`src/rtl/core/rc5_pkg.sv`:
```
// Shared types, constants and rotate functions for the RC5 block cipher.
`default_nettype none

package rc5_pkg;

  localparam int unsigned WORD_W     = 32;
  localparam int unsigned KEY_W      = 64;
  localparam int unsigned ROT_W      = 5;
  localparam int unsigned KEY_WORDS  = 4;
  localparam int unsigned ROUNDS_DEF = 16;

  localparam logic [WORD_W-1:0] MAGIC_P = 32'hb7e15163;
  localparam logic [WORD_W-1:0] MAGIC_Q = 32'h9e3779b9;

  // Operation select carried with each input beat.
  localparam logic FUNC_ENC = 1'b0;
  localparam logic FUNC_DEC = 1'b1;

  // Configuration register indexes.
  typedef enum logic {
    CFG_KEY_LOW  = 1'b0,
    CFG_KEY_HIGH = 1'b1
  } rc5_cfg_idx_e;

  typedef struct packed {
    logic              func;
    logic [WORD_W-1:0] block_a;
    logic [WORD_W-1:0] block_b;
  } rc5_in_t;

  typedef struct packed {
    logic [WORD_W-1:0] out_a;
    logic [WORD_W-1:0] out_b;
  } rc5_out_t;

  typedef enum logic [1:0] {
    TOP_IDLE,
    TOP_EXPAND,
    TOP_CIPHER
  } rc5_top_state_e;

  typedef enum logic [1:0] {
    KS_IDLE,
    KS_FILL,
    KS_MIX_A,
    KS_MIX_B
  } rc5_ks_state_e;

  // Rotate left; an amount of zero returns the word unchanged.
  function automatic logic [WORD_W-1:0] rotl(input logic [WORD_W-1:0] x,
                                             input logic [ROT_W-1:0]  s);
    logic [2*WORD_W-1:0] t;
    t = {x, x} << s;
    return t[2*WORD_W-1:WORD_W];
  endfunction

  // Rotate right; an amount of zero returns the word unchanged.
  function automatic logic [WORD_W-1:0] rotr(input logic [WORD_W-1:0] x,
                                             input logic [ROT_W-1:0]  s);
    logic [2*WORD_W-1:0] t;
    t = {x, x} >> s;
    return t[WORD_W-1:0];
  endfunction

endpackage

`default_nettype wire

```
`src/rtl/core/rc5_subkey_ram.sv`:
```
// Subkey table: one write port and two registered read ports.
`default_nettype none

module rc5_subkey_ram #(
  parameter  int unsigned ROUNDS = rc5_pkg::ROUNDS_DEF,
  localparam int unsigned Depth  = 2 * ROUNDS + 2,
  localparam int unsigned AddrW  = $clog2(Depth)
) (
  input  logic                       clk_i,
  input  logic                       we_i,
  input  logic [AddrW-1:0]           waddr_i,
  input  logic [rc5_pkg::WORD_W-1:0] wdata_i,
  input  logic [AddrW-1:0]           raddr0_i,
  input  logic [AddrW-1:0]           raddr1_i,
  output logic [rc5_pkg::WORD_W-1:0] rdata0_o,
  output logic [rc5_pkg::WORD_W-1:0] rdata1_o
);
  import rc5_pkg::*;

  logic [WORD_W-1:0] mem_q [Depth];
  logic [WORD_W-1:0] rdata0_q;
  logic [WORD_W-1:0] rdata1_q;

  // Write, and read on both ports with the read data registered.
  always_ff @(posedge clk_i) begin
    if (we_i) begin
      mem_q[waddr_i] <= wdata_i;
    end
    rdata0_q <= mem_q[raddr0_i];
    rdata1_q <= mem_q[raddr1_i];
  end

  assign rdata0_o = rdata0_q;
  assign rdata1_o = rdata1_q;

endmodule

`default_nettype wire

```
`src/rtl/core/rc5_key_sched.sv`:
```
// Key expansion sequencer: fills the subkey table and runs the mixing steps.
`default_nettype none

module rc5_key_sched #(
  parameter  int unsigned ROUNDS   = rc5_pkg::ROUNDS_DEF,
  localparam int unsigned Depth    = 2 * ROUNDS + 2,
  localparam int unsigned AddrW    = $clog2(Depth)
) (
  input  logic                       clk_i,
  input  logic                       rst_ni,
  input  logic                       start_i,
  input  logic [rc5_pkg::KEY_W-1:0]  key_low_i,
  input  logic [rc5_pkg::KEY_W-1:0]  key_high_i,
  input  logic [rc5_pkg::WORD_W-1:0] rdata_i,
  output logic [AddrW-1:0]           raddr_o,
  output logic                       we_o,
  output logic [AddrW-1:0]           waddr_o,
  output logic [rc5_pkg::WORD_W-1:0] wdata_o,
  output logic                       active_o,
  output logic                       done_o
);
  import rc5_pkg::*;

  localparam int unsigned MixSteps = 3 * ((Depth > KEY_WORDS) ? Depth : KEY_WORDS);
  localparam int unsigned StepW    = $clog2(MixSteps);
  localparam int unsigned KjW      = $clog2(KEY_WORDS);
  localparam logic [ROT_W-1:0] RotA = ROT_W'(3);

  rc5_ks_state_e     state_q, state_d;
  logic [AddrW-1:0]  idx_q, idx_d;
  logic [StepW-1:0]  step_q, step_d;
  logic [KjW-1:0]    kj_q, kj_d;
  logic [WORD_W-1:0] fill_q, fill_d;
  logic [WORD_W-1:0] a_q, a_d;
  logic [WORD_W-1:0] b_q, b_d;
  logic [WORD_W-1:0] kw_q [KEY_WORDS];
  logic [WORD_W-1:0] kw_d [KEY_WORDS];
  logic [WORD_W-1:0] ab_sum;
  logic [WORD_W-1:0] a_mix;
  logic [WORD_W-1:0] b_mix;
  logic [AddrW-1:0]  idx_next;

  // Mixing arithmetic: the table word update, then the key word update.
  assign ab_sum   = a_q + b_q;
  assign a_mix    = rotl(rdata_i + ab_sum, RotA);
  assign b_mix    = rotl(kw_q[kj_q] + ab_sum, ab_sum[ROT_W-1:0]);
  assign idx_next = (idx_q == AddrW'(Depth - 1)) ? '0 : AddrW'(idx_q + 1'b1);

  // Sequencer for the fill pass and the mixing steps, each step in a MIX_A and a MIX_B state.
  always_comb begin
    state_d = state_q;
    idx_d   = idx_q;
    step_d  = step_q;
    kj_d    = kj_q;
    fill_d  = fill_q;
    a_d     = a_q;
    b_d     = b_q;
    kw_d    = kw_q;
    we_o    = 1'b0;
    wdata_o = fill_q;
    done_o  = 1'b0;
    unique case (state_q)
      KS_IDLE: begin
        if (start_i) begin
          kw_d[0] = key_low_i[WORD_W-1:0];
          kw_d[1] = key_low_i[KEY_W-1:WORD_W];
          kw_d[2] = key_high_i[WORD_W-1:0];
          kw_d[3] = key_high_i[KEY_W-1:WORD_W];
          idx_d   = '0;
          step_d  = '0;
          kj_d    = '0;
          fill_d  = MAGIC_P;
          a_d     = '0;
          b_d     = '0;
          state_d = KS_FILL;
        end
      end
      KS_FILL: begin
        we_o    = 1'b1;
        wdata_o = fill_q;
        fill_d  = fill_q + MAGIC_Q;
        idx_d   = idx_next;
        if (idx_q == AddrW'(Depth - 1)) begin
          state_d = KS_MIX_A;
        end
      end
      KS_MIX_A: begin
        we_o    = 1'b1;
        wdata_o = a_mix;
        a_d     = a_mix;
        state_d = KS_MIX_B;
      end
      KS_MIX_B: begin
        b_d        = b_mix;
        kw_d[kj_q] = b_mix;
        kj_d       = KjW'(kj_q + 1'b1);
        idx_d      = idx_next;
        if (step_q == StepW'(MixSteps - 1)) begin
          done_o  = 1'b1;
          state_d = KS_IDLE;
        end else begin
          step_d  = StepW'(step_q + 1'b1);
          state_d = KS_MIX_A;
        end
      end
      default: state_d = KS_IDLE;
    endcase
  end

  // The table is read at the next index so the data lands with it.
  assign raddr_o  = idx_d;
  assign waddr_o  = idx_q;
  assign active_o = (state_q != KS_IDLE);

  always_ff @(posedge clk_i or negedge rst_ni) begin
    if (!rst_ni) begin
      state_q <= KS_IDLE;
      idx_q   <= '0;
      step_q  <= '0;
      kj_q    <= '0;
    end else begin
      state_q <= state_d;
      idx_q   <= idx_d;
      step_q  <= step_d;
      kj_q    <= kj_d;
    end
  end

  // Working words need no reset.
  always_ff @(posedge clk_i) begin
    fill_q <= fill_d;
    a_q    <= a_d;
    b_q    <= b_d;
    kw_q   <= kw_d;
  end

endmodule

`default_nettype wire

```
`src/rtl/core/rc5_datapath.sv`:
```
// Round datapath: whitening plus one full round per cycle, both directions.
`default_nettype none

module rc5_datapath #(
  parameter  int unsigned ROUNDS = rc5_pkg::ROUNDS_DEF,
  localparam int unsigned PairW  = $clog2(ROUNDS + 1),
  localparam int unsigned AddrW  = PairW + 1
) (
  input  logic                       clk_i,
  input  logic                       rst_ni,
  input  logic                       load_i,
  input  rc5_pkg::rc5_in_t           item_i,
  input  logic                       go_i,
  input  logic [rc5_pkg::WORD_W-1:0] rdata0_i,
  input  logic [rc5_pkg::WORD_W-1:0] rdata1_i,
  output logic [AddrW-1:0]           raddr0_o,
  output logic [AddrW-1:0]           raddr1_o,
  output logic                       finish_o,
  output rc5_pkg::rc5_out_t          result_o,
  output logic                       valid_o
);
  import rc5_pkg::*;

  logic              run_q, run_d;
  logic              valid_q, valid_d;
  logic              func_q, func_d;
  logic [PairW-1:0]  pair_q, pair_d;
  logic [WORD_W-1:0] a_q, a_d;
  logic [WORD_W-1:0] b_q, b_d;
  logic              func_now;
  logic              last;
  logic [WORD_W-1:0] enc_a, enc_b;
  logic [WORD_W-1:0] dec_a, dec_b;

  assign func_now = load_i ? item_i.func : func_q;

  // Encrypt round or whitening for the subkey pair now on the read ports.
  always_comb begin
    if (pair_q == '0) begin
      enc_a = a_q + rdata0_i;
      enc_b = b_q + rdata1_i;
    end else begin
      enc_a = rotl(a_q ^ b_q, b_q[ROT_W-1:0]) + rdata0_i;
      enc_b = rotl(b_q ^ enc_a, enc_a[ROT_W-1:0]) + rdata1_i;
    end
  end

  // Decrypt round or final unwhitening.
  always_comb begin
    if (pair_q == '0) begin
      dec_a = a_q - rdata0_i;
      dec_b = b_q - rdata1_i;
    end else begin
      dec_b = rotr(b_q - rdata1_i, a_q[ROT_W-1:0]) ^ a_q;
      dec_a = rotr(a_q - rdata0_i, dec_b[ROT_W-1:0]) ^ dec_b;
    end
  end

  assign last = (func_q == FUNC_ENC) ? (pair_q == PairW'(ROUNDS)) : (pair_q == '0);

  // Round counter, working words and result strobe.
  always_comb begin
    run_d   = run_q;
    valid_d = 1'b0;
    func_d  = func_q;
    pair_d  = pair_q;
    a_d     = a_q;
    b_d     = b_q;
    if (load_i) begin
      func_d = item_i.func;
      a_d    = item_i.block_a;
      b_d    = item_i.block_b;
    end
    if (go_i) begin
      run_d  = 1'b1;
      pair_d = (func_now == FUNC_ENC) ? '0 : PairW'(ROUNDS);
    end else if (run_q) begin
      a_d = (func_q == FUNC_ENC) ? enc_a : dec_a;
      b_d = (func_q == FUNC_ENC) ? enc_b : dec_b;
      if (last) begin
        run_d   = 1'b0;
        valid_d = 1'b1;
      end else if (func_q == FUNC_ENC) begin
        pair_d = PairW'(pair_q + 1'b1);
      end else begin
        pair_d = PairW'(pair_q - 1'b1);
      end
    end
  end

  // Read the pair needed in the next cycle.
  assign raddr0_o = {pair_d, 1'b0};
  assign raddr1_o = {pair_d, 1'b1};
  assign finish_o = run_q && last;

  always_ff @(posedge clk_i or negedge rst_ni) begin
    if (!rst_ni) begin
      run_q   <= 1'b0;
      valid_q <= 1'b0;
      pair_q  <= '0;
    end else begin
      run_q   <= run_d;
      valid_q <= valid_d;
      pair_q  <= pair_d;
    end
  end

  always_ff @(posedge clk_i) begin
    func_q <= func_d;
    a_q    <= a_d;
    b_q    <= b_d;
  end

  assign result_o.out_a = a_q;
  assign result_o.out_b = b_q;
  assign valid_o        = valid_q;

endmodule

`default_nettype wire

```
`src/rtl/core/rc5_block_cipher_top.sv`:
```
// RC5-32 block cipher top level: key registers, control and subkey table.
// An accepted beat shows its result for one cycle; the next beat is taken at the edge that ends
// that cycle, and no new beat is taken before the previous result has shown.
// The first beat after reset or a key write first waits for key expansion: a fill pass over
// the 2*ROUNDS+2 table words, then 3*max(2*ROUNDS+2, 4) mixing steps.
// Reset clears control state and the key registers; the subkey table is rebuilt before use.
// The receiver cannot stall: each result strobe lasts exactly one cycle.
`default_nettype none

module rc5_block_cipher_top #(
  parameter  int unsigned ROUNDS = rc5_pkg::ROUNDS_DEF,
  localparam int unsigned AddrW  = $clog2(2 * ROUNDS + 2)
) (
  input  logic                      clk_i,
  input  logic                      rst_ni,
  input  logic                      cfg_we_i,
  input  logic                      cfg_idx_i,
  input  logic [rc5_pkg::KEY_W-1:0] cfg_wdata_i,
  input  logic                      start,
  output logic                      busy,
  input  rc5_pkg::rc5_in_t          in_i,
  output logic                      result_valid_o,
  output rc5_pkg::rc5_out_t         result_o
);
  import rc5_pkg::*;

  rc5_top_state_e    state_q, state_d;
  logic [KEY_W-1:0]  key_low_q;
  logic [KEY_W-1:0]  key_high_q;
  logic              sched_valid_q;
  logic              accept;
  logic              ks_start;
  logic              dp_go;
  logic              ks_active;
  logic              ks_done;
  logic              dp_finish;
  logic              ram_we;
  logic [AddrW-1:0]  ram_waddr;
  logic [WORD_W-1:0] ram_wdata;
  logic [AddrW-1:0]  ks_raddr;
  logic [AddrW-1:0]  dp_raddr0;
  logic [AddrW-1:0]  dp_raddr1;
  logic [AddrW-1:0]  ram_raddr0;
  logic [WORD_W-1:0] ram_rdata0;
  logic [WORD_W-1:0] ram_rdata1;

  assign accept = start && !busy;
  assign busy   = (state_q != TOP_IDLE);

  // Key registers; any key write invalidates the subkey table.
  always_ff @(posedge clk_i or negedge rst_ni) begin
    if (!rst_ni) begin
      key_low_q     <= '0;
      key_high_q    <= '0;
      sched_valid_q <= 1'b0;
    end else if (cfg_we_i) begin
      unique case (cfg_idx_i)
        CFG_KEY_LOW:  key_low_q  <= cfg_wdata_i;
        CFG_KEY_HIGH: key_high_q <= cfg_wdata_i;
        default:      key_low_q  <= key_low_q;
      endcase
      sched_valid_q <= 1'b0;
    end else if (ks_done) begin
      sched_valid_q <= 1'b1;
    end
  end

  // Control: expand the key when needed, then run the cipher.
  always_comb begin
    state_d  = state_q;
    ks_start = 1'b0;
    dp_go    = 1'b0;
    unique case (state_q)
      TOP_IDLE: begin
        if (accept) begin
          if (sched_valid_q) begin
            dp_go   = 1'b1;
            state_d = TOP_CIPHER;
          end else begin
            ks_start = 1'b1;
            state_d  = TOP_EXPAND;
          end
        end
      end
      TOP_EXPAND: begin
        if (ks_done) begin
          dp_go   = 1'b1;
          state_d = TOP_CIPHER;
        end
      end
      TOP_CIPHER: begin
        if (dp_finish) begin
          state_d = TOP_IDLE;
        end
      end
      default: state_d = TOP_IDLE;
    endcase
  end

  always_ff @(posedge clk_i or negedge rst_ni) begin
    if (!rst_ni) begin
      state_q <= TOP_IDLE;
    end else begin
      state_q <= state_d;
    end
  end

  // Read port 0 belongs to the key schedule while it fills and mixes, until its done strobe.
  assign ram_raddr0 = (ks_active && !ks_done) ? ks_raddr : dp_raddr0;

  rc5_subkey_ram #(
    .ROUNDS(ROUNDS)
  ) u_ram (
    .clk_i   (clk_i),
    .we_i    (ram_we),
    .waddr_i (ram_waddr),
    .wdata_i (ram_wdata),
    .raddr0_i(ram_raddr0),
    .raddr1_i(dp_raddr1),
    .rdata0_o(ram_rdata0),
    .rdata1_o(ram_rdata1)
  );

  rc5_key_sched #(
    .ROUNDS(ROUNDS)
  ) u_key_sched (
    .clk_i     (clk_i),
    .rst_ni    (rst_ni),
    .start_i   (ks_start),
    .key_low_i (key_low_q),
    .key_high_i(key_high_q),
    .rdata_i   (ram_rdata0),
    .raddr_o   (ks_raddr),
    .we_o      (ram_we),
    .waddr_o   (ram_waddr),
    .wdata_o   (ram_wdata),
    .active_o  (ks_active),
    .done_o    (ks_done)
  );

  rc5_datapath #(
    .ROUNDS(ROUNDS)
  ) u_datapath (
    .clk_i   (clk_i),
    .rst_ni  (rst_ni),
    .load_i  (accept),
    .item_i  (in_i),
    .go_i    (dp_go),
    .rdata0_i(ram_rdata0),
    .rdata1_i(ram_rdata1),
    .raddr0_o(dp_raddr0),
    .raddr1_o(dp_raddr1),
    .finish_o(dp_finish),
    .result_o(result_o),
    .valid_o (result_valid_o)
  );

endmodule

`default_nettype wire

```
`config.mk`:
```
export PLATFORM = sky130hd
export DESIGN_NAME = rc5_block_cipher_top
export DESIGN_NICKNAME = d
export VERILOG_FILES = /design/src/rtl/core/rc5_pkg.sv /design/src/rtl/core/rc5_subkey_ram.sv /design/src/rtl/core/rc5_key_sched.sv /design/src/rtl/core/rc5_datapath.sv /design/src/rtl/core/rc5_block_cipher_top.sv
export SDC_FILE = /design/constraint.sdc
export NUM_CORES = 2
export LEC_CHECK = 0
export BUFFER_PORTS_ARGS = -buffer_cell sky130_fd_sc_hd__clkbuf_2
export CAP_MARGIN = 20
export CORE_ASPECT_RATIO = 0.75
export CORE_UTILIZATION = 45
export CTS_CLUSTER_SIZE = 25
export DETAILED_ROUTE_END_ITERATION = 10
export PLACE_DENSITY = 0.65
export SLEW_MARGIN = 5
export SYNTH_ARGS = -nofsm -noshare
export SYNTH_HDL_FRONTEND = slang
export SYNTH_SLANG_ARGS = --single-unit
```
`constraint.sdc`:
```
create_clock -name clk_i -period 16.9 [get_ports clk_i]
set_input_delay 0.845 -clock clk_i [delete_from_list [all_inputs] [get_ports clk_i]]
set_output_delay 0.845 -clock clk_i [all_outputs]
set_load 0.03 [all_outputs]
```
; ---- Yosys cells after proc, flatten, opt, wreduce, memory -nomap -nowiden
; Memory sizes are Yosys's and may differ from the RTL's. A register that Yosys moved wholly into a read port is not among the register bits.
; Index checks and enable logic that the tools add are counted.
[totals]
reg_bits = 444
mem_bits_rw = 1088
in_bits = 134
output_inout_bits = 66
wordCells = 160
n_memories = 1
[mem_list]
columns = memory, depth, width, read_ports, rd_ports_with_merged_regs, wr, line_no
row1 = u_ram.mem_q, 34, 32, 2, 2, 1, rc5_subkey_ram.sv:20  ; logic [WORD_W-1:0] mem_q [Depth];
[op_classes]
n_addsub = 15
magnitude_cmp = 2
eq_ne = 14
shifts = 5
mux = 71
bitwise = 6
n_reduce_logical = 25
[ops]
columns = op, count
row1 = two-way mux 32 bit, 18
row2 = one-hot mux 128 bit (2 select lines), 1
row3 = adder 32 bit, 7
row4 = one-hot mux 32 bit (2 select lines), 3
row5 = left shift 64 x 5 -> 64 bit, 3
row6 = bitwise mux 128 bit, 1
row7 = two-way mux 128 bit, 1
row8 = right shift 64 x 5 -> 32 bit, 2
row9 = bitwise XOR 32 bit, 4
row10 = binary-select mux 32 bit (select 2 bit), 1
row11 = demux 32 bit (select 2 bit), 1
row12 = subtractor 32 bit, 2
row13 = adder 32 bit (second input constant), 1
row14 = two-way mux 5 bit, 5
row15 = two-way mux 1 bit, 21
row16 = two-way mux 6 bit, 3
row17 = two-way mux 2 bit, 8
row18 = two-way mux 7 bit, 2
row19 = one-hot mux 7 bit (2 select lines), 1
row20 = one-hot mux 6 bit (2 select lines), 1
row21 = AND reduction 2 bit, 6
row22 = nonzero test 2 bit, 6
row23 = != test 2 bit (second input constant), 5
row24 = one-hot mux 2 bit (4 select lines), 1
row25 = other kinds (24), 34

; ---- Longest topological paths before layout
[depth]
ltp_word = 10
mapped_depth = 52
ltp_nobuf = 49

; ---- By module
; From an unflattened synthesis, not the netlist that was laid out.
[hier_totals]
hier_cells = 9134
area_unflattened_um2 = 102284.3
[modules_own_cells]
columns = mod, instances, cells_per_inst, area_per_inst_um2, seq_area_each_um2
row1 = rc5_subkey_ram, 1, 3413, 53735.3, 33952.6
row2 = rc5_datapath, 1, 3407, 23930.5, 1476.4
row3 = rc5_key_sched, 1, 2016, 19523.7, 7151.9
row4 = rc5_block_cipher_top, 1, 298, 5094.9, 3278.1

; ---- Worst setup path before layout
; OpenSTA, ideal clock, no wires.
[synth_path]
kind = register to register
start = register u_datapath.a_q[0]
end = register u_datapath.b_q[31]
setup_time_ps = 121
arrival_ps = 10669
required_ps = 16779
path_slack_ps = 6110
stages_incl_launch_ff = 49
path_buffers = 7
period_less_slack_ps = 10790
path_cell_list = dfxtp_1 -> buf_2 -> clkbuf_1 -> clkbuf_1 -> buf_1 -> clkbuf_1 -> clkbuf_1 -> buf_1 -> mux2i_1 -> a21oi_1 -> o21ai_0 -> nor2_1 -> a21oi_1 -> mux2i_1 -> ha_1 -> o21a_1 -> o21ai_1 -> o31ai_1 -> (+13 left out) -> ha_1 -> a21o_1 -> a21oi_1 -> nand2b_1 -> a211oi_1 -> nor3_1 -> or4_1 -> a41oi_1 -> nor4_1 -> or4_1 -> a21oi_1 -> o21ai_0 -> a21oi_1 -> nor4_1 -> a31o_2 -> nor3_1 -> a211o_1 -> nand3_1
[synth_between]
elab_chain_cells = 10
word_cells_on_any_way = 13
cone_classes = 2 x add/sub / 3 x shift / 5 x mux / 3 x bitwise
[synth_lines]
columns = element, line_no
row1 = "start, declared", rc5_datapath.sv:28  ; logic [WORD_W-1:0] a_q, a_d;
row2 = "start signal, assigned", rc5_datapath.sv:110  ; a_q <= a_d;
row3 = bitwise XOR 32 bit, rc5_datapath.sv:43  ; enc_a = rotl(a_q ^ b_q, b_q[ROT_W-1:0]) + rdata0_i;
row4 = left shift 64 x 5 -> 64 bit, rc5_pkg.sv:53  ; t = {x, x} << s;
row5 = adder 32 bit, rc5_datapath.sv:43
row6 = bitwise XOR 32 bit, rc5_datapath.sv:44  ; enc_b = rotl(b_q ^ enc_a, enc_a[ROT_W-1:0]) + rdata1_i;
row7 = left shift 64 x 5 -> 64 bit, rc5_pkg.sv:53
row8 = adder 32 bit, rc5_datapath.sv:44
row9 = two-way mux 32 bit, rc5_datapath.sv:39  ; if (pair_q == '0) begin
row10 = two-way mux 32 bit *, rc5_datapath.sv:79  ; b_d = (func_q == FUNC_ENC) ? enc_b : dec_b;
row11 = two-way mux 32 bit *, rc5_datapath.sv:77  ; end else if (run_q) begin
row12 = two-way mux 32 bit *, rc5_datapath.sv:74  ; if (go_i) begin
row13 = named net u_datapath.b_d[31], rc5_datapath.sv:29  ; logic [WORD_W-1:0] b_q, b_d;
row14 = "end signal, assigned", rc5_datapath.sv:111  ; b_q <= b_d;
row15 = "end, declared", rc5_datapath.sv:29
; Mark *: on every way through the listed nets, which the timed path passes. The rest lies on a longest branch.
; A chain may end at the register's enable or synchronous reset.

; ---- Worst setup path in the final report
[layout_path]
start = register u_datapath.b_q[0]
end = register u_datapath.b_q[31]
[layout_between]
elab_chain_cells = 10
word_cells_on_any_way = 15
cone_classes = 4 x add/sub / 3 x shift / 5 x mux / 3 x bitwise
[layout_lines]
columns = element, line_no
row1 = bitwise XOR 32 bit, rc5_datapath.sv:43
row2 = left shift 64 x 5 -> 64 bit, rc5_pkg.sv:53
row3 = adder 32 bit, rc5_datapath.sv:43
row4 = bitwise XOR 32 bit, rc5_datapath.sv:44
row5 = left shift 64 x 5 -> 64 bit, rc5_pkg.sv:53
row6 = adder 32 bit, rc5_datapath.sv:44
row7 = two-way mux 32 bit, rc5_datapath.sv:39
row8 = two-way mux 32 bit *, rc5_datapath.sv:79
row9 = two-way mux 32 bit *, rc5_datapath.sv:77
row10 = two-way mux 32 bit *, rc5_datapath.sv:74
row11 = named net u_datapath.b_d[31], rc5_datapath.sv:29
; Marked as above.

==> results.yml <==
synth:
  synth-warning-count: 0
  syn-cell-area_sq_um: 93570
  async_reset_ff_share_pct: 9.712
  synth_seq_area_share_pct: 49.01
  synth_cell_types: 103
  syn_nets: 9927
  synthCells: 9518
  syn_avg_cell_area_sq_um: 9.831
  synth_edf_count: 1312
  synth_flop_cell: "edfxtp_1"
  ys_ff_latch: 1596
sta:
  fin_crit_sh_pct: 70.93
  skew_ps: 76.62
  setup_viol_count_final: 0
  slew_viol_final: 0
  tightest_slew_ps: 1430
  rsz0062_at_grt: "false"
  setup_tns_ps: 0
  fmax_mhz: 83.43
  fin_ws_ps: 4913
  period_needed_ps: 11990
  hold_viol_final: 0
  slew_headroom_pct: 4.638
cts:
  htree_levels: 4
  clk_pin_slew_worst_paths_ps: 90
  clkSinkCount: 1596
  clk_latency_ps: 860
  cts_root_buffer: "clkbuf_16"
  cts_buffers: 168
  holdBufCountCts: 1
  cts-resized-gates: 0
  clockBufferDepth: 4
  cts_tree: "yes"
  post-cts-setup-buffers: 0
setup_path:
  rrSetupSlack_ps: 4910
  crit_slowest_cell: "o21ai_0"
  r2r_start: "u_datapath.b_q[0]"
  start_kind: "flip-flop"
  cp.required_ps: 17600
  worstPathArrival_ps: 12690
  endpoint_kind: "flip-flop"
  reg2reg_depth: 43
  cpPeakStageDelay_ps: 560
  worst-setup-path-type: "flip-flop to flip-flop"
  regToRegEndpoint: "u_datapath.b_q[31]"
  crit_top_cell: "a21oi_1"
  crit_path_max_fanout: 30
grt:
  grt_pass1_vias: 73795
  grt_start_max_net_pins: 158
  grt_usage_pct: 35.07
  antenna_found_initial: 14
  grt_pass1_wl_um: 536100
  gr-total-overflow: 0
flow_run:
  max-cap-violations: 0
status:
  violations: "DRC"
  outcome: "finished, violations left"
hold_path:
  hold_class: "primary input to flip-flop"
  min_from: "cfg_wdata_i[58]"
  hold_end: "key_low_q[58]"
  worstHoldPathCells: 3
routing:
  drt-initial-drc-count: 13445
  dr.pass1.iters: 11
  routedWlPerCell_um: 30.64
  viasPerCell: 6.565
  drc: 1
  via_count: 81230
  wl_um: 379200
  antenna_left: 0
floorplan:
  rows: 144
  start_util_pct: 45.44
  core_area_sq_um: 205900
  die_w_um: 528.6
  pin_count: 200
  dieArea_sq_um: 209800
  die-height_um: 396.9
placement:
  place_area_sq_um: 97940
  post-dp-hpwl_um: 254600
  dpl.cell_count: 12051
  port_buffers: 199
  dpl_worst_slack_ps: 5364
  gp_congestion: 1.060
cells_and_area:
  final_area_sq_um: 103400
  nNetsFinal: 9870
  fillers: 18660
  drive_gt1_share_pct: 11.00
  area_growth_pct: 10.48
  layout.cells.non_filler: 12374
-- layer usage --
metal,GRT usage (%),routed length (um),vias up
li1,-,-,35156
met1,51.56,159200,39779
met2,47.98,151100,5519
met3,10.59,52490,762
met4,13.07,16340,14
met5,0,93,-
-- how the worst max path moves through the flow --
stage,start,endpoint,slack (ps),cells after the start
6_report,u_datapath.b_q[0],u_datapath.b_q[31],4910,43
3_3_place_gp,u_datapath.b_q[0],u_datapath.b_q[31],5390,43
4_1_cts,u_datapath.b_q[0],u_datapath.b_q[31],5320,43
5_1_grt,u_datapath.b_q[0],u_datapath.b_q[31],4440,43
2_1_floorplan,u_datapath.a_q[0],u_datapath.b_q[31],6110,48
3_5_place_dp,u_datapath.b_q[0],u_datapath.b_q[31],5360,43
-- area by class of cell --
class / instances / area (sq um) / area share, %
flip-flops and latches: 1596 / 45860 / 44.36
multi-input cells: 6991 / 44760 / 43.30
clock buffers: 242 / 4656 / 4.503
well taps: 2774 / 3471 / 3.357
repair buffers: 444 / 3107 / 3.005
inverters: 260 / 985.9 / 0.9537
clock inverters: 57 / 514.2 / 0.4974
diodes: 10 / 25.02 / 0.02421
-- flip-flops by register name (all words and copies together), names as in the netlist --
signal,count
u_ram.mem_q,1088
u_key_sched.kw_q,128
key_high_q,64
key_low_q,64
u_datapath.a_q,32
u_datapath.b_q,32
u_key_sched.a_q,32
u_key_sched.b_q,32
u_key_sched.fill_q,32
u_ram.rdata0_o,32
u_ram.rdata1_o,32
u_key_sched.step_q,7
u_key_sched.waddr_o,6
u_datapath.pair_q,5
state_q,2
u_key_sched.kj_q,2
u_key_sched.state_q,2
sched_valid_q,1
u_datapath.func_q,1
u_datapath.run_q,1
u_datapath.valid_o,1
-- through the flow --
stage               util, %  hold slack [ps]
finish                50.20            241.8
CTS                   50.07            200.6
global placement      47.56            455.5
floorplan                 -            444.7
detailed placement    47.56            470.0
global route          50.19            243.4
-- cell families after synthesis --
kind of cell / Yosys count / share of synthesized area, %
and+or+nand+nor: 3658 / 17.24
AOI/OAI and AO/OA: 2206 / 16.11
DFF: 1596 / 49.01
buffers and inverters: 931 / 3.781
muxes: 497 / 6.591
xor gates and xnor gates: 355 / 3.518
adders and majority gates: 275 / 3.749
-- critical path: cells and delay by family, from the launching register on --
family / cells / cell delay (ps)
fa+ha+maj: 2 / 620
xor+xnor: 1 / 380
compound gates: 25 / 6430
mux: 2 / 1030
simple gates: 10 / 2140
buf+inv: 3 / 890
flops: 1 / 310
-- cell usage after synthesis (all sizes together) (81+ instances only) --
cell type     n  area [sq um]
edfxtp     1312         39400
nand3       745          3729
mux2i       273          2733
a311oi      258          2260
inv         255         957.2
dfxtp       129          2582
a31oi       120         763.2
nor2        453          1703
nand2      1853          6955
and2        107         669.4
nand2b       81         506.7
and3        116         730.7
mux4         81          1824
a21oi       539          2705
a211oi      117         898.4
ha          266          3328
mux2        143          1610
buf          99         415.4
xor2        123          1077
o221ai      180          1577
clkbuf      572          2147
xnor2       222          1989
a21o        106         795.8
nor3         99         495.5
dfrtp       155          3879
o21ai       371          1868
-- placed cells by master (no fill, tap or decap), types with 171 or more instances in the layout --
cell type,count
nand3_1,744
o21ai_0,338
inv_1,241
mux2i_1,272
buf_4,222
o221ai_1,180
a311oi_1,258
clkbuf_2,198
ha_1,265
clkbuf_16,171
nand2_1,1848
a21oi_1,531
edfxtp_1,1312
nor2_1,415
xnor2_1,213
Power is not shown: default switching activity piles up to over one toggle a cycle in this logic, so the estimate is an artifact.
